[config.mk]
export PLATFORM = sky130hd
export DESIGN_NAME = hds_out_fifo_flat
export DESIGN_NICKNAME = d
export VERILOG_FILES = /design/src/rtl/hds_pkg.sv /design/src/rtl/hds_stream_if.sv /design/src/rtl/hds_out_fifo.sv /design/src/flat_wrapper.sv
export VERILOG_INCLUDE_DIRS = /design/src /design/src/rtl
export SDC_FILE = /design/constraint.sdc
export NUM_CORES = 1
export LEC_CHECK = 0
export ABC_AREA = 0
export BUFFER_PORTS_ARGS = -buffer_cell sky130_fd_sc_hd__buf_2
export CAP_MARGIN = 20
export CORE_UTILIZATION = 50
export DETAILED_ROUTE_END_ITERATION = 6
export GPL_ROUTABILITY_DRIVEN = 0
export PLACE_DENSITY_LB_ADDON = 0.2
export SYNTH_ARGS = -nofsm -noshare
export SYNTH_HDL_FRONTEND = slang
export SYNTH_SLANG_ARGS = --single-unit
[constraint.sdc]
create_clock -name i_clk -period 5.31 [get_ports i_clk]
set_input_delay 1.593 -clock i_clk [delete_from_list [all_inputs] [get_ports i_clk]]
set_output_delay 1.593 -clock i_clk [all_outputs]
set_load 0.02 [all_outputs]
[src/rtl/heat_diffusion_stencil_defines.svh]
// ----------------------------------------------------------------------------
// heat diffusion stencil assertion macros
// shared property forms used by the rtl modules of the stencil block
// ----------------------------------------------------------------------------
`ifndef HEAT_DIFFUSION_STENCIL_DEFINES_SVH
`define HEAT_DIFFUSION_STENCIL_DEFINES_SVH

// consequent must hold in the same cycle as the antecedent
`define HDS_ASSERT_SAME(label, clk, rst_n, ante, cons, msg) \
    label: assert property (@(posedge clk) disable iff (!(rst_n)) (ante) |-> (cons)) \
        else $error(msg);

// consequent must hold in the cycle after the antecedent
`define HDS_ASSERT_NEXT(label, clk, rst_n, ante, cons, msg) \
    label: assert property (@(posedge clk) disable iff (!(rst_n)) (ante) |=> (cons)) \
        else $error(msg);

`endif

[src/rtl/hds_pkg.sv]
// ----------------------------------------------------------------------------
// hds_pkg
// types, widths and constants shared by the heat diffusion stencil block
// ----------------------------------------------------------------------------
`default_nettype none

package hds_pkg;

    // grid and value geometry
    localparam int VALUE_BITS     = 16;
    localparam int MAX_WIDTH      = 1024;
    localparam int COL_BITS       = $clog2(MAX_WIDTH);
    localparam int ROW_BITS       = 16;
    localparam int WIDTH_REG_BITS = COL_BITS + 1;
    localparam int GAIN_BITS      = 16;
    localparam int MIN_DIM        = 3;

    // datapath widths
    localparam int LAP_BITS   = VALUE_BITS + 3;
    localparam int PROD_BITS  = LAP_BITS + GAIN_BITS + 1;
    localparam int FRAC_BITS  = GAIN_BITS;
    localparam int Q_BITS     = PROD_BITS - FRAC_BITS + 1;
    localparam int SUM_BITS   = Q_BITS + 1;
    localparam int ROUND_BIAS = 2 ** (FRAC_BITS - 1);

    // output queue
    localparam int FIFO_DEPTH    = 8;
    localparam int FIFO_PTR_BITS = $clog2(FIFO_DEPTH);
    localparam int FIFO_CNT_BITS = $clog2(FIFO_DEPTH + 1);

    // configuration port
    localparam int APB_ADDR_BITS = 4;
    localparam int APB_DATA_BITS = 32;
    localparam int REG_IDX_BITS  = APB_ADDR_BITS - 2;

    localparam logic [REG_IDX_BITS-1:0] REG_GRID_WIDTH     = 2'd0;
    localparam logic [REG_IDX_BITS-1:0] REG_GRID_HEIGHT    = 2'd1;
    localparam logic [REG_IDX_BITS-1:0] REG_DIFFUSION_GAIN = 2'd2;

    localparam logic [WIDTH_REG_BITS-1:0] GRID_WIDTH_RST  = 11'd22;
    localparam logic [ROW_BITS-1:0]       GRID_HEIGHT_RST = 16'd22;
    localparam logic [GAIN_BITS-1:0]      GAIN_RST        = 16'd16384;

    typedef logic signed [VALUE_BITS-1:0] t_value;

    localparam t_value VAL_MAX = t_value'(2 ** (VALUE_BITS - 1) - 1);
    localparam t_value VAL_MIN = t_value'(-(2 ** (VALUE_BITS - 1)));

    // per-cell bookkeeping carried down the pipeline
    typedef struct packed {
        logic                produce;
        logic [ROW_BITS-1:0] row;
        logic [COL_BITS-1:0] col;
        logic                last;
    } t_meta;

    // stage one contents
    typedef struct packed {
        t_value x;
        t_meta  meta;
    } t_stage;

    // one finished result
    typedef struct packed {
        t_value              new_value;
        logic [ROW_BITS-1:0] out_row;
        logic [COL_BITS-1:0] out_col;
        logic                last_of_frame;
    } t_result;

    // occupancy of the arithmetic stages
    typedef struct packed {
        logic s2_valid;
        logic s3_valid;
    } t_pipe_status;

endpackage

`default_nettype wire

[src/rtl/hds_stream_if.sv]
// ----------------------------------------------------------------------------
// hds stream interfaces
// valid/ready channels for grid cells in and updated cells out
// ----------------------------------------------------------------------------
`default_nettype none


// updated interior cells
interface hds_out_if;
    logic                          valid;
    logic                          ready;
    hds_pkg::t_value               new_value;
    logic [hds_pkg::ROW_BITS-1:0]  out_row;
    logic [hds_pkg::COL_BITS-1:0]  out_col;
    logic                          last_of_frame;

    modport source (output valid, output new_value, output out_row, output out_col,
                    output last_of_frame, input ready);
    modport sink   (input valid, input new_value, input out_row, input out_col,
                    input last_of_frame, output ready);
endinterface

`default_nettype wire

[src/rtl/hds_out_fifo.sv]
// ----------------------------------------------------------------------------
// hds_out_fifo
// small result queue that decouples the pipeline from the output stall
// ----------------------------------------------------------------------------
`default_nettype none

`include "heat_diffusion_stencil_defines.svh"

module hds_out_fifo (
    input  wire                                i_clk,
    input  wire                                i_rst_n,
    input  wire                                i_push,
    input  hds_pkg::t_result                   i_data,
    output logic [hds_pkg::FIFO_CNT_BITS-1:0]  o_count,
    hds_out_if.source                          o_res
);

    hds_pkg::t_result                   r_mem [hds_pkg::FIFO_DEPTH];
    logic [hds_pkg::FIFO_PTR_BITS-1:0]  r_wr_ptr;
    logic [hds_pkg::FIFO_PTR_BITS-1:0]  r_rd_ptr;
    logic [hds_pkg::FIFO_CNT_BITS-1:0]  r_count;
    logic                               w_pop;
    hds_pkg::t_result                   w_head;

    assign w_pop  = o_res.valid && o_res.ready;
    assign w_head = r_mem[r_rd_ptr];

    // pointers and fill count
    always_ff @(posedge i_clk) begin
        if (!i_rst_n) begin
            r_wr_ptr <= '0;
            r_rd_ptr <= '0;
            r_count  <= '0;
        end else begin
            if (i_push) begin
                r_wr_ptr <= r_wr_ptr + 1'b1;
            end
            if (w_pop) begin
                r_rd_ptr <= r_rd_ptr + 1'b1;
            end
            if (i_push && !w_pop) begin
                r_count <= r_count + 1'b1;
            end else if (!i_push && w_pop) begin
                r_count <= r_count - 1'b1;
            end
        end
    end

    // storage
    always_ff @(posedge i_clk) begin
        if (i_push) begin
            r_mem[r_wr_ptr] <= i_data;
        end
    end

    assign o_count             = r_count;
    assign o_res.valid         = (r_count != '0);
    assign o_res.new_value     = w_head.new_value;
    assign o_res.out_row       = w_head.out_row;
    assign o_res.out_col       = w_head.out_col;
    assign o_res.last_of_frame = w_head.last_of_frame;

    `HDS_ASSERT_SAME(a_no_overflow, i_clk, i_rst_n, i_push, (r_count < hds_pkg::FIFO_DEPTH) || w_pop, "result queue overflow")
    `HDS_ASSERT_NEXT(a_count_up, i_clk, i_rst_n, i_push && !w_pop, r_count == $past(r_count) + 1'b1, "queue count did not advance")

endmodule

`default_nettype wire

[src/flat_wrapper.sv]
// flat-port wrapper written by rule: the top's interface ports become plain ports
module hds_out_fifo_flat 
  (i_clk, i_rst_n, i_push, i_data, o_count, o_res_valid, o_res_new_value, o_res_out_row, o_res_out_col, o_res_last_of_frame, o_res_ready);
  hds_out_if o_res_i ();
  input  wire i_clk;
  input  wire i_rst_n;
  input  wire i_push;
  input  hds_pkg::t_result i_data;
  output logic [hds_pkg::FIFO_CNT_BITS-1:0] o_count;
  output wire logic [$bits(o_res_i.valid)-1:0] o_res_valid;
  output wire logic [$bits(o_res_i.new_value)-1:0] o_res_new_value;
  output wire logic [$bits(o_res_i.out_row)-1:0] o_res_out_row;
  output wire logic [$bits(o_res_i.out_col)-1:0] o_res_out_col;
  output wire logic [$bits(o_res_i.last_of_frame)-1:0] o_res_last_of_frame;
  input wire logic [$bits(o_res_i.ready)-1:0] o_res_ready;
  assign o_res_valid = o_res_i.valid;
  assign o_res_new_value = o_res_i.new_value;
  assign o_res_out_row = o_res_i.out_row;
  assign o_res_out_col = o_res_i.out_col;
  assign o_res_last_of_frame = o_res_i.last_of_frame;
  assign o_res_i.ready = o_res_ready;
  hds_out_fifo u_core (.i_clk(i_clk), .i_rst_n(i_rst_n), .i_push(i_push), .i_data(i_data), .o_count(o_count), .o_res(o_res_i));
endmodule
==> impl_metrics.tcl <==
set metrics [dict create \
    status "completed" \
    grt_setup_unrepaired "false" \
    postCtsHoldBufs 0 \
    dp_hpwl_mm 13.35 \
    synth_top_family_by_area "multiplexers" \
    layout_commonest_cell "edfxtp_1" \
    dr_total_vias 6006 \
    relSlewSlack_pct 32.67 \
    endpoint "o_res_new_value[11]" \
    finalHoldViolCount 0 \
    synth-xor-area-share_pct 0.3806 \
    setup_tns_ps 0 \
    synth_mux_area_share_pct 19.33 \
    timing.rr.end "u_core.o_count[3]$_SDFFE_PN0P_" \
    io_pins 95 \
    cts_htree_levels 2 \
    die_w_um 168.2 \
    grt.overflow.total 0 \
    clk_root_buffer_cell "clkbuf_16" \
    power.share.sequential_pct 46.8 \
    synth.cell_area_mm2 0.01381 \
    synth_adder_area_share_pct 0.5982 \
    worstMarginPinSlew_ps 1010 \
    p_sw_mw 1.807 \
    cts_tree "yes" \
    drive_above_1_share_pct 38.99 \
    drt-total-wl_mm 25.20 \
    cts_resized 0 \
    cp-start-kind "flip-flop" \
    grt_max_degree 46 \
    clk_latency_ps 500 \
    setup_ws_ps 927.5 \
    start_util_pct 51.08 \
    vias_per_cell 5.698 \
    r2r-start "u_core.o_count[0]$_SDFFE_PN0P_" \
    rows 60 \
    grt_pass1_wl_mm 38.43 \
    ys_ff_latch 357 \
    dp.cells 989 \
    drc 0 \
    clockBufferDepth 3 \
    drtAntennaViolNets 0 \
    place_ws_ps 1383 \
    ff2ff_setup_slack_ps 2760 \
    combPwrFrac_pct 20.9 \
    final_cell_mix "344 x edfxtp_1, 94 x buf_2, 68 x mux4_2" \
    post_cts_buffers 0 \
    required_ps 3720 \
    syn-instance-count 567 \
    yosysSeqAreaShare_pct 76.71 \
    cts.sinks 357 \
    synth.distinct_cells 30 \
    syn_nets 620 \
    p_per_area_mw_per_mm2 451.9 \
    path_max_fanout 34 \
    p_clk_share_pct 32.4 \
    end_kind "output pin" \
    grt_pass1_vias 6488 \
    cellInternalPower_mw 5.313 \
    worst_r2r_path_depth 9 \
    cpMaxStageDelayCell "dfxtp_4" \
    grt_util_all_layers_pct 18.57 \
    synth_compound_gate_area_share_pct 0.2266 \
    syn_area_per_cell_um2 24.35 \
    slowest_delay_ps 790 \
    die-area_mm2 0.02828 \
    antenna_found_initial 2 \
    slew_viol_final 0 \
    skew_ps 6.944 \
    worstPathArrival_ps 2790 \
    nNetsFinal 740 \
    area_growth_pct 14.13 \
    swShare_pct 25.38 \
    yosys.area_share.simple_pct 1.205 \
    worstPathCellList "buf_4, mux4_1, mux2_4, buf_2" \
    wl_per_cell_um 23.91 \
    dr.pass1.iters 4 \
    path_clk_slew_ps 60 \
    core-area_mm2 0.02703 \
    ir_worst_vdd_uv 311.6 \
    setup_viol 0 \
    path_class "reg2out" \
    port_buffers 94 \
    numCtsBuffers 37 \
    synth_warnings 0 \
    drt_first_iter_violations 365 \
    cap_violations 0 \
    holdCritPathClass "reg2reg" \
    max_freq_mhz 228.2 \
    final_cells 1054 \
    min_period_ps 4383 \
    n_antenna_cell 0 \
    leakage_nw 5.162 \
    die_h_um 168.2 \
    post-route-period-util_pct 82.53 \
]
[through the flow]
stage	power, mW	util [%]	instance area [µm²]	hold slack (ps)
after CTS	7.212	58.30	15760	473.0
after detailed placement	4.902	54.31	14680	464.2
after floorplan	4.583	-	13810	450.9
final	7.120	58.30	15760	472.5
after global routing	7.418	58.30	15760	503.4
after global placement	4.863	54.31	14680	449.2
[cell usage after synthesis]
cell type,n,area [µm²]
mux2_4,40,600.6
xor2_1,1,8.760
dfxtp_1,13,260.3
clkbuf_1,13,48.80
nand2_1,7,26.28
mux4_1,18,473.0
xnor2_1,5,43.79
ha_1,5,62.56
mux2_2,3,33.78
a211oi_1,1,7.510
buf_2,4,20.02
nor2_1,7,26.28
nor2b_1,2,12.51
o21ai_0,1,5.000
a21oi_1,1,5.000
buf_12,5,100.1
a21boi_1,1,7.510
nand3_1,3,15.01
and2_1,7,43.79
nor3_1,2,10.01
mux2i_1,3,30.03
inv_1,1,3.750
mux4_2,68,1531
a31oi_1,1,6.260
or4_1,1,7.510
buf_6,1,11.26
nand2b_1,4,25.02
fa_1,1,20.02
clkbuf_4,4,30.03
edfxtp_1,344,10330
[registers in the layout, indices dropped and copies added, names as in the netlist, named ones only]
name,count
u_core.r_mem,344
u_core.o_count,4
u_core.r_rd_ptr,3
u_core.r_wr_ptr,3
[worst min-delay path by stage]
stage	startpoint	endpoint	slack [ps]	cells after the start
after detailed placement	u_core.r_rd_ptr[1]$_SDFFE_PN0P_	flip-flop	460	2
after global placement	u_core.r_rd_ptr[1]$_SDFFE_PN0P_	flip-flop	450	2
after CTS	u_core.r_rd_ptr[1]$_SDFFE_PN0P_	flip-flop	470	2
final	u_core.r_rd_ptr[1]$_SDFFE_PN0P_	flip-flop	470	2
after global routing	u_core.r_rd_ptr[1]$_SDFFE_PN0P_	flip-flop	500	2
after floorplan	u_core.r_rd_ptr[1]$_SDFFE_PN0P_	flip-flop	450	2
[power by group through the flow]
| stage | clock, mW | combinational [mW] | sequential (mW) |
|---|---|---|---|
| floorplan | 0 | 1.29 | 3.29 |
| global placement | 0 | 1.48 | 3.39 |
| detailed placement | 0 | 1.51 | 3.39 |
| CTS | 2.36 | 1.51 | 3.34 |
| global route | 2.47 | 1.59 | 3.35 |
| finish | 2.30 | 1.49 | 3.33 |
[worst max-delay path, delay by kind of cell (launching register included)]
family	cells	cell delay [ps]
buffers and inverters	2	600
multiplexers	2	890
flip-flops	1	790
[area by class of cell]
cell class / count / area, µm²
inverters: 1 / 3.754
multi-input cells: 182 / 3057
clock inverters: 20 / 123.9
flip-flops and latches: 357 / 10600
well taps: 341 / 426.7
repair buffers: 108 / 588.1
clock buffers: 45 / 955.9
fillers: 1951 / 11270
[cell families (layout without fill, tap and decap cells)]
logic type                 count (synthesis)  count (layout)
and+or+nand+nor                           33              33
AOI/OAI and AO/OA                          5               5
muxes                                    132             132
DFF                                      357             357
buffers and inverters                     28             174
xor gates and xnor gates                   6               6
adders and majority gates                  6               6
[metal layers]
| layer | wire [µm] | GRT usage, % |
|---|---|---|
| met3 | 1072 | 3.949 |
| met4 | 424 | 5.138 |
| met1 | 10700 | 24.01 |
| met2 | 12990 | 32.07 |
| met5 | 16 | 0 |
No activity file was read; power rests on OpenSTA's default activity.
