`config.mk`:
```
export PLATFORM = sky130hd
export DESIGN_NAME = hds_update
export DESIGN_NICKNAME = d
export VERILOG_FILES = /design/src/rtl/hds_pkg.sv /design/src/rtl/hds_update.sv
export VERILOG_INCLUDE_DIRS = /design/src /design/src/rtl
export SDC_FILE = /design/constraint.sdc
export NUM_CORES = 1
export LEC_CHECK = 0
export ABC_AREA = 1
export BUFFER_PORTS_ARGS = -buffer_cell sky130_fd_sc_hd__buf_2
export CAP_MARGIN = 10
export CORE_ASPECT_RATIO = 1.1
export CORE_MARGIN = 8
export CORE_UTILIZATION = 69
export CTS_BUF_LIST = sky130_fd_sc_hd__clkbuf_8
export DETAILED_ROUTE_END_ITERATION = 10
export HOLD_SLACK_MARGIN = 0.1
export PLACE_DENSITY_LB_ADDON = 0.2
export REMOVE_ABC_BUFFERS = 1
export SKIP_CTS_REPAIR_TIMING = 1
export SLEW_MARGIN = 15
export SYNTH_ARGS = -nofsm -noshare
export SYNTH_HDL_FRONTEND = slang
export SYNTH_SLANG_ARGS = --single-unit
```
`constraint.sdc`:
```
create_clock -name i_clk -period 15.4 [get_ports i_clk]
set_clock_uncertainty 0.15 [all_clocks]
set_input_delay 3.08 -clock i_clk [delete_from_list [all_inputs] [get_ports i_clk]]
set_output_delay 3.08 -clock i_clk [all_outputs]
set_load 0.01 [all_outputs]
```
`src/rtl/heat_diffusion_stencil_defines.svh`:
```
// ----------------------------------------------------------------------------
// heat diffusion stencil assertion macros
// shared property forms used by the rtl modules of the stencil block
// ----------------------------------------------------------------------------
`ifndef HEAT_DIFFUSION_STENCIL_DEFINES_SVH
`define HEAT_DIFFUSION_STENCIL_DEFINES_SVH

// consequent must hold in the same cycle as the antecedent
`define HDS_ASSERT_SAME(label, clk, rst_n, ante, cons, msg) \
    label: assert property (@(posedge clk) disable iff (!(rst_n)) (ante) |-> (cons)) \
        else $error(msg);

// consequent must hold in the cycle after the antecedent
`define HDS_ASSERT_NEXT(label, clk, rst_n, ante, cons, msg) \
    label: assert property (@(posedge clk) disable iff (!(rst_n)) (ante) |=> (cons)) \
        else $error(msg);

`endif

```
`src/rtl/hds_pkg.sv`:
```
// ----------------------------------------------------------------------------
// hds_pkg
// types, widths and constants shared by the heat diffusion stencil block
// ----------------------------------------------------------------------------
`default_nettype none

package hds_pkg;

    // grid and value geometry
    localparam int VALUE_BITS     = 16;
    localparam int MAX_WIDTH      = 1024;
    localparam int COL_BITS       = $clog2(MAX_WIDTH);
    localparam int ROW_BITS       = 16;
    localparam int WIDTH_REG_BITS = COL_BITS + 1;
    localparam int GAIN_BITS      = 16;
    localparam int MIN_DIM        = 3;

    // datapath widths
    localparam int LAP_BITS   = VALUE_BITS + 3;
    localparam int PROD_BITS  = LAP_BITS + GAIN_BITS + 1;
    localparam int FRAC_BITS  = GAIN_BITS;
    localparam int Q_BITS     = PROD_BITS - FRAC_BITS + 1;
    localparam int SUM_BITS   = Q_BITS + 1;
    localparam int ROUND_BIAS = 2 ** (FRAC_BITS - 1);

    // output queue
    localparam int FIFO_DEPTH    = 8;
    localparam int FIFO_PTR_BITS = $clog2(FIFO_DEPTH);
    localparam int FIFO_CNT_BITS = $clog2(FIFO_DEPTH + 1);

    // configuration port
    localparam int APB_ADDR_BITS = 4;
    localparam int APB_DATA_BITS = 32;
    localparam int REG_IDX_BITS  = APB_ADDR_BITS - 2;

    localparam logic [REG_IDX_BITS-1:0] REG_GRID_WIDTH     = 2'd0;
    localparam logic [REG_IDX_BITS-1:0] REG_GRID_HEIGHT    = 2'd1;
    localparam logic [REG_IDX_BITS-1:0] REG_DIFFUSION_GAIN = 2'd2;

    localparam logic [WIDTH_REG_BITS-1:0] GRID_WIDTH_RST  = 11'd22;
    localparam logic [ROW_BITS-1:0]       GRID_HEIGHT_RST = 16'd22;
    localparam logic [GAIN_BITS-1:0]      GAIN_RST        = 16'd16384;

    typedef logic signed [VALUE_BITS-1:0] t_value;

    localparam t_value VAL_MAX = t_value'(2 ** (VALUE_BITS - 1) - 1);
    localparam t_value VAL_MIN = t_value'(-(2 ** (VALUE_BITS - 1)));

    // per-cell bookkeeping carried down the pipeline
    typedef struct packed {
        logic                produce;
        logic [ROW_BITS-1:0] row;
        logic [COL_BITS-1:0] col;
        logic                last;
    } t_meta;

    // stage one contents
    typedef struct packed {
        t_value x;
        t_meta  meta;
    } t_stage;

    // one finished result
    typedef struct packed {
        t_value              new_value;
        logic [ROW_BITS-1:0] out_row;
        logic [COL_BITS-1:0] out_col;
        logic                last_of_frame;
    } t_result;

    // occupancy of the arithmetic stages
    typedef struct packed {
        logic s2_valid;
        logic s3_valid;
    } t_pipe_status;

endpackage

`default_nettype wire

```
`src/rtl/hds_update.sv`:
```
// ----------------------------------------------------------------------------
// hds_update
// 3x3 window, laplacian times gain, rounding and saturation
// ----------------------------------------------------------------------------
`default_nettype none

`include "heat_diffusion_stencil_defines.svh"

module hds_update (
    input  wire                            i_clk,
    input  wire                            i_rst_n,
    input  wire                            i_s1_valid,
    input  hds_pkg::t_stage                i_s1,
    input  hds_pkg::t_value                i_rd_above,
    input  hds_pkg::t_value                i_rd_two_above,
    input  wire  [hds_pkg::GAIN_BITS-1:0]  i_gain,
    output hds_pkg::t_pipe_status          o_status,
    output hds_pkg::t_result               o_res
);

    // window cells that feed the stencil
    hds_pkg::t_value r_win_top1, r_win_top2;
    hds_pkg::t_value r_win_mid0, r_win_mid1, r_win_mid2;
    hds_pkg::t_value r_win_bot1, r_win_bot2;

    logic           r_s2_valid;
    hds_pkg::t_meta r_s2_meta;

    logic                                 r_s3_valid;
    hds_pkg::t_meta                       r_s3_meta;
    logic signed [hds_pkg::PROD_BITS-1:0] r_s3_prod;
    hds_pkg::t_value                      r_s3_u;

    logic signed [hds_pkg::LAP_BITS-1:0]  w_lap;
    logic signed [hds_pkg::GAIN_BITS:0]   w_gain_s;
    logic signed [hds_pkg::PROD_BITS-1:0] w_prod;
    logic signed [hds_pkg::PROD_BITS:0]   w_biased;
    logic signed [hds_pkg::Q_BITS-1:0]    w_q;
    logic signed [hds_pkg::SUM_BITS-1:0]  w_sum;
    hds_pkg::t_value                      w_new;

    // window shift, one column per transfer
    always_ff @(posedge i_clk) begin
        if (!i_rst_n) begin
            r_win_top1 <= '0;
            r_win_top2 <= '0;
            r_win_mid0 <= '0;
            r_win_mid1 <= '0;
            r_win_mid2 <= '0;
            r_win_bot1 <= '0;
            r_win_bot2 <= '0;
        end else if (i_s1_valid) begin
            r_win_top1 <= r_win_top2;
            r_win_top2 <= i_rd_two_above;
            r_win_mid0 <= r_win_mid1;
            r_win_mid1 <= r_win_mid2;
            r_win_mid2 <= i_rd_above;
            r_win_bot1 <= r_win_bot2;
            r_win_bot2 <= i_s1.x;
        end
    end

    // stage two: laplacian and product
    always_comb begin
        w_lap = hds_pkg::LAP_BITS'(r_win_top1) + hds_pkg::LAP_BITS'(r_win_bot1)
              + hds_pkg::LAP_BITS'(r_win_mid0) + hds_pkg::LAP_BITS'(r_win_mid2)
              - (hds_pkg::LAP_BITS'(r_win_mid1) <<< 2);
        w_gain_s = signed'({1'b0, i_gain});
        w_prod   = hds_pkg::PROD_BITS'(w_gain_s) * hds_pkg::PROD_BITS'(w_lap);
    end

    // stage three: round to nearest, add, saturate
    always_comb begin
        w_biased = (hds_pkg::PROD_BITS + 1)'(r_s3_prod)
                 + (hds_pkg::PROD_BITS + 1)'(hds_pkg::ROUND_BIAS);
        w_q      = w_biased[hds_pkg::PROD_BITS:hds_pkg::FRAC_BITS];
        w_sum    = hds_pkg::SUM_BITS'(r_s3_u) + hds_pkg::SUM_BITS'(w_q);
        if (w_sum > hds_pkg::SUM_BITS'(hds_pkg::VAL_MAX)) begin
            w_new = hds_pkg::VAL_MAX;
        end else if (w_sum < hds_pkg::SUM_BITS'(hds_pkg::VAL_MIN)) begin
            w_new = hds_pkg::VAL_MIN;
        end else begin
            w_new = hds_pkg::VALUE_BITS'(w_sum);
        end
    end

    // stage valids, only cells that yield a result go past stage one
    always_ff @(posedge i_clk) begin
        if (!i_rst_n) begin
            r_s2_valid <= 1'b0;
            r_s3_valid <= 1'b0;
        end else begin
            r_s2_valid <= i_s1_valid && i_s1.meta.produce;
            r_s3_valid <= r_s2_valid;
        end
    end

    // stage payload
    always_ff @(posedge i_clk) begin
        r_s2_meta <= i_s1.meta;
        r_s3_meta <= r_s2_meta;
        r_s3_prod <= w_prod;
        r_s3_u    <= r_win_mid1;
    end

    assign o_status.s2_valid = r_s2_valid;
    assign o_status.s3_valid = r_s3_valid;

    assign o_res.new_value     = w_new;
    assign o_res.out_row       = r_s3_meta.row;
    assign o_res.out_col       = r_s3_meta.col;
    assign o_res.last_of_frame = r_s3_meta.last;

    `HDS_ASSERT_NEXT(a_s2_to_s3, i_clk, i_rst_n, r_s2_valid, r_s3_valid, "stage two result lost")
    `HDS_ASSERT_NEXT(a_s1_to_s2, i_clk, i_rst_n, i_s1_valid && i_s1.meta.produce, r_s2_valid, "interior cell did not enter stage two")

endmodule

`default_nettype wire

```
==> results_dict.tcl, run 1 <==
set metrics [dict create \
    status "finished, final reports clean" \
    antenna_found_initial 1 \
    dp_hpwl_mm 46.3 \
    overflow 0 \
    syn_inst 2712 \
    cp-end-kind "register" \
    fmaxAchievable_mhz 105 \
    nets 3384 \
    drcViolationCount 0 \
    critPathMaxFanout 13 \
    cp_common_cell "fa_1" \
    synth_area_um2 21700 \
    synth_commonest_cells "613 x inv_1, 387 x nand2_1, 351 x fa_1, 331 x nor2_1, 205 x dfxtp_1" \
    io_pins 140 \
    dp_cells 3193 \
    dieArea_um2 37500 \
    fin_cells 3252 \
    grt_first_pass_wirelength_mm 91.6 \
    ys_types 47 \
    yosysMostFrequentCell "inv_1" \
    dieHeight_um 202 \
    vias_per_cell 5.45 \
    clk_pin_slew_ns 0.07 \
    cts.path.max_buffers 3 \
    grt_max_degree 115 \
    cts-root-buf "clkbuf_8" \
    start_util_pct 69.6 \
    cpPeakStageDelay_ns 0.96 \
    ys_warn_count 0 \
    drt_iter0_markers 1349 \
    cts_tree "built" \
    avgRoutedWirePerCell_um 17.1 \
    synth-edff-count 0 \
    cts_htree_levels 1 \
    routabilityCongestion 0.966 \
    routed_wirelength_mm 55.7 \
    ys_seq_elements 205 \
    synthFlopType "dfxtp_1" \
    num_vias 17700 \
    fin_area_um2 23300 \
    hp-class "register to register" \
    synthTopCellsByArea "fa_1 32%, dfxtp_1 19%, inv_1 11%" \
    core-area_um2 31200 \
    synth_top_area_share_pct 32.3 \
    first_pass_iters 8 \
    fp.dieW_um 185 \
    clkLatencyLatePin_ns 0.58 \
    max_cap_violations 0 \
    setup_violations 0 \
    cp_data_required_time_ns 15.75 \
    synth-async-reset-ratio_pct 0 \
    cp_slowest_cell "fa_1" \
    ant_nets 0 \
    syn_to_final_growth_pct 7.37 \
    numPortBuffers 139 \
    finalSetupTns_ns 0 \
    rsz0062_at_grt "no" \
    drive_gt1_share_pct 10.4 \
    cts_buffers 31 \
    slew-limit-headroom_pct 39.1 \
    finish.utilization_pct 74.8 \
    hold_violations 0 \
    postPlaceCellArea_um2 22700 \
    min_period_ns 9.51 \
    synth_top_area_cell "fa_1" \
    fin_crit_sh_pct 61.7 \
    tightest_slew_ns 0.909 \
    grt_pass1_vias 18200 \
    postSynthAreaPerCell_um2 8.02 \
    final-max-slew-violation-count 0 \
    num_rows 68 \
    crit_arrival_ns 9.86 \
    cts.sinks 205 \
    path_class "register to register" \
    ys_seq_area_share_pct 18.9 \
    cp-start-kind "register" \
    grt.total_usage_pct 30.7 \
]
[layout by cell type (no fill, tap or decap), types with 105 or more instances in the layout]
cell type / synthesis / layout
a21oi_1: 114 / 114
fa_1: 351 / 351
nand2_1: 387 / 387
o21ai_0: 142 / 142
dfxtp_1: 205 / 205
nand3_1: 105 / 105
inv_1: 613 / 622
nor2_1: 331 / 331
ha_1: 132 / 132
buf_2: 6 / 139
[final timing paths]
check	from	end	slack [ns]	depth (start not counted)
max	r_win_top1[15]$_SDFFE_PN0P_	r_s3_prod[30]$_DFF_P_	5.89	33
min	r_s2_meta[0]$_DFF_P_	o_res[0]$_DFF_P_	0.18	0
max reg2reg	r_win_top1[15]$_SDFFE_PN0P_	r_s3_prod[30]$_DFF_P_	5.89	33
min reg2reg	r_s2_meta[0]$_DFF_P_	o_res[0]$_DFF_P_	0.18	0
[cells by family after synthesis]
kind of cell               count (synthesis)  share of synthesized area [%]
AOI/OAI and AO/OA                        298                           7.27
xor gates and xnor gates                  70                           2.85
buffers and inverters                    716                           12.6
adders and majority gates                483                           39.9
and+or+nand+nor                          940                           18.5
DFF                                      205                           18.9
[area by class of cell]
type | instances | area, um2
Timing Repair Buffer | 145 | 741
Inverter | 632 | 2370
Tap cell | 420 | 526
Sequential cell | 205 | 4100
Fill cell | 2360 | 7880
Clock buffer | 39 | 537
Antenna cell | 1 | 2.50
Clock inverter | 19 | 150
Multi-Input combinational cell | 1791 | 14900
[stage by stage]
step	worst slack, ns	hold WS, ns
after CTS	5.95	0.177
after detailed placement	5.74	0.162
after floorplan	6.78	0.160
after global routing	5.33	0.180
final	5.89	0.175
after global placement	5.92	0.160
[critical path: cells and delay by family, from the launching register on]
kind	cells	cell delay [ns]
flip-flops	1	0.37
AND/OR/NAND/NOR	13	2.20
adder cells (fa/ha/maj)	11	5.81
buffers and inverters	8	0.71
XOR/XNOR	1	0.17
[routing by layer]
metal / up-vias / global-route usage, % / routed length (um)
met5: - / 0 / 0
met4: 0 / 10.7 / 1970
met3: 132 / 5.84 / 4970
met2: 743 / 48.7 / 25800
met1: 8558 / 41.6 / 23000
li1: 8305 / - / -
Power of run 1 is not shown: default switching activity piles up to over one toggle a cycle in this logic, so the estimate is an artifact.
==> inputs of run 2 (changes only) <==
--- a/config.mk
+++ b/config.mk
@@ -6,12 +6,12 @@
 export SDC_FILE = /design/constraint.sdc
 export NUM_CORES = 1
 export LEC_CHECK = 0
-export ABC_AREA = 1
+export ABC_AREA = 0
 export BUFFER_PORTS_ARGS = -buffer_cell sky130_fd_sc_hd__buf_2
 export CAP_MARGIN = 10
 export CORE_ASPECT_RATIO = 1.1
 export CORE_MARGIN = 8
-export CORE_UTILIZATION = 69
+export CORE_UTILIZATION = 64
 export CTS_BUF_LIST = sky130_fd_sc_hd__clkbuf_8
 export DETAILED_ROUTE_END_ITERATION = 10
 export HOLD_SLACK_MARGIN = 0.1
==> constraint.sdc (replaced) <==
create_clock -name i_clk -period 9.8 [get_ports i_clk]
set_clock_uncertainty 0.15 [all_clocks]
set_input_delay 1.96 -clock i_clk [delete_from_list [all_inputs] [get_ports i_clk]]
set_output_delay 1.96 -clock i_clk [all_outputs]
set_load 0.01 [all_outputs]
==> run 2 against run 1 <==
Effect of this change:
- first-iteration DRC count down 49%
- sequential share of layout area rose by 0.26 points
- setup slack worse by 5.8 ns
- core utilization shrank 2.9 points
==> results_dict.tcl, run 2 <==
set metrics [dict create \
    dp_hpwl_mm 35.1 \
    cts_htree_levels 1 \
    fp.dieW_um 187 \
    ys_warn_count 0 \
    cts-root-buf "clkbuf_8" \
    overflow 0 \
    synthFlopType "dfxtp_1" \
    finalSetupTns_ns 0 \
    antenna_found_initial 0 \
    rrSetupSlack_ns 0.1 \
    syn_inst 2134 \
    syn_to_final_growth_pct 11.3 \
    ys_types 64 \
    vias_per_cell 5.30 \
    grt_pass1_vias 16000 \
    yosysMostFrequentCell "inv_1" \
    ant_nets 0 \
    routed_wirelength_mm 45.1 \
    drcViolationCount 0 \
    grt_max_degree 115 \
    reg2regPathDepth 38 \
    tightest_slew_ns 1.06 \
    dp_cells 2665 \
    io_pins 140 \
    mostFrequentLayoutCells "463 x inv_1, 345 x fa_1, 204 x dfxtp_1, 202 x nand2_1, 140 x and2_1" \
    postSynthAreaPerCell_um2 9.69 \
    dieArea_um2 38300 \
    ys_seq_area_share_pct 19.8 \
    cpPeakStageDelay_ns 0.58 \
    clk_pin_slew_ns 0.07 \
    worstReg2RegStart "r_win_mid1[0]$_SDFFE_PN0P_" \
    final-max-slew-violation-count 0 \
    synth_top_area_cell "fa_1" \
    first_pass_iters 5 \
    r2r_end "r_s3_prod[28]$_DFF_P_" \
    diodes 0 \
    cp_common_cell "fa_1" \
    rsz0062_at_grt "yes" \
    cp_data_required_time_ns 10.14 \
    cp_slowest_cell "fa_1" \
    routabilityCongestion 0.913 \
    synth-edff-count 0 \
    drive_gt1_share_pct 13.7 \
    status "finished, final reports clean" \
    max_cap_violations 0 \
    cts_buffers 29 \
    num_vias 14500 \
    dieHeight_um 205 \
    hp-class "register to register" \
    setup_violations 0 \
    hold_ws_ns 0.173 \
    avgRoutedWirePerCell_um 16.5 \
    worstSetupEndpoint "r_s3_prod[28]$_DFF_P_" \
    synth_top_area_share_pct 34.0 \
    critPathMaxFanout 8 \
    fin_cells 2733 \
    path_class "register to register" \
    numPortBuffers 139 \
    fin_area_um2 23000 \
    cp-startpoint "r_win_mid1[0]$_SDFFE_PN0P_" \
    synth_commonest_cells "460 x inv_1, 351 x fa_1, 205 x dfxtp_1, 205 x nand2_1, 140 x and2_1" \
    fmaxAchievable_mhz 103 \
    synthTopCellsByArea "fa_1 34%, dfxtp_1 20%, inv_1 8.3%" \
    core-area_um2 32000 \
    start_util_pct 64.6 \
    synth_area_um2 20700 \
    min_period_ns 9.70 \
    cp-end-kind "register" \
    synth-async-reset-ratio_pct 0 \
    hold_violations 0 \
    cts.path.max_buffers 3 \
    slew-limit-headroom_pct 29.2 \
    grt_first_pass_wirelength_mm 76.3 \
    cp-start-kind "register" \
    final_common_cell "inv_1" \
    fin_crit_sh_pct 99.0 \
    postPlaceCellArea_um2 22000 \
    num_rows 69 \
    grt.total_usage_pct 24.0 \
    cts.sinks 205 \
    crit_arrival_ns 10.04 \
    cts_tree "built" \
    ys_seq_elements 205 \
    nets 2864 \
    drt_iter0_markers 689 \
    clkLatencyLatePin_ns 0.56 \
]
[run 2: cell count changes in the layout (fill, tap and decap cells not counted), sizes merged, moves of 70 or more]
cell,delta
nor2,-323
nor2b,+117
and2,+140
inv,-170
nand3,-93
nand2,-227
a21oi,-70
mux2i,+113
o21ai,-115
[run 2: cell type report]
cell class                 instances  area, um2
inverter                         460       1730
tap                              426        533
clock inverter                    21        153
timing repair buffer             203       1280
clock buffer                      31        427
multi-input combinational       1387      14800
sequential                       205       4110
fill                            2401       9010
[run 2: per-layer routing]
| layer | GRT usage (%) | part of all wire (%) | up-vias |
|---|---|---|---|
| li1 | - | - | 6761 |
| met1 | 31.1 | 42 | 7225 |
| met2 | 41.8 | 49 | 413 |
| met3 | 3.06 | 6.1 | 90 |
| met4 | 7.40 | 2.7 | 0 |
| met5 | 0 | 0 | - |
[run 2: cell families (layout without fill, tap and decap cells)]
| kind of cell | count (synthesis) | after routing | synth area share, % |
|---|---|---|---|
| simple gates | 549 | 549 | 13.7 |
| buf+inv | 542 | 715 | 9.95 |
| fa+ha+maj | 486 | 486 | 42.1 |
| flops | 205 | 205 | 19.8 |
| compound gates | 150 | 150 | 5.11 |
| mux | 113 | 113 | 5.47 |
| xor+xnor | 89 | 89 | 3.77 |
[run 2: critical path: cells and delay by family (launching register included)]
kind	cells	cell delay, ns
adders and majority gates	11	5.03
AOI/OAI and AO/OA	12	2.60
buffers and inverters	10	1.01
DFF	1	0.33
xor gates and xnor gates	2	0.28
and+or+nand+nor	3	0.22
[run 2: per-stage QoR]
stage	setup WS [ns]	util, %
after floorplan	0.0761	-
after global placement	0.0759	68.8
after detailed placement	-0.108	68.8
after CTS	-0.129	70.6
after global routing	-0.250	71.9
final	0.0980	71.9
[run 2: worst min-delay path by stage]
stage	startpoint	end	slack (ns)	depth (start not counted)
2_1_floorplan	r_s2_meta[0]$_DFF_P_	o_res[0]$_DFF_P_	0.16	0
3_3_place_gp	r_s2_meta[11]$_DFF_P_	o_res[11]$_DFF_P_	0.16	0
3_5_place_dp	r_s2_meta[2]$_DFF_P_	o_res[2]$_DFF_P_	0.16	0
4_1_cts	r_s2_meta[26]$_DFF_P_	o_res[26]$_DFF_P_	0.18	0
5_1_grt	r_s2_meta[26]$_DFF_P_	o_res[26]$_DFF_P_	0.18	0
6_report	r_s2_meta[26]$_DFF_P_	o_res[26]$_DFF_P_	0.17	0
Power of run 2 is left out for the same reason.
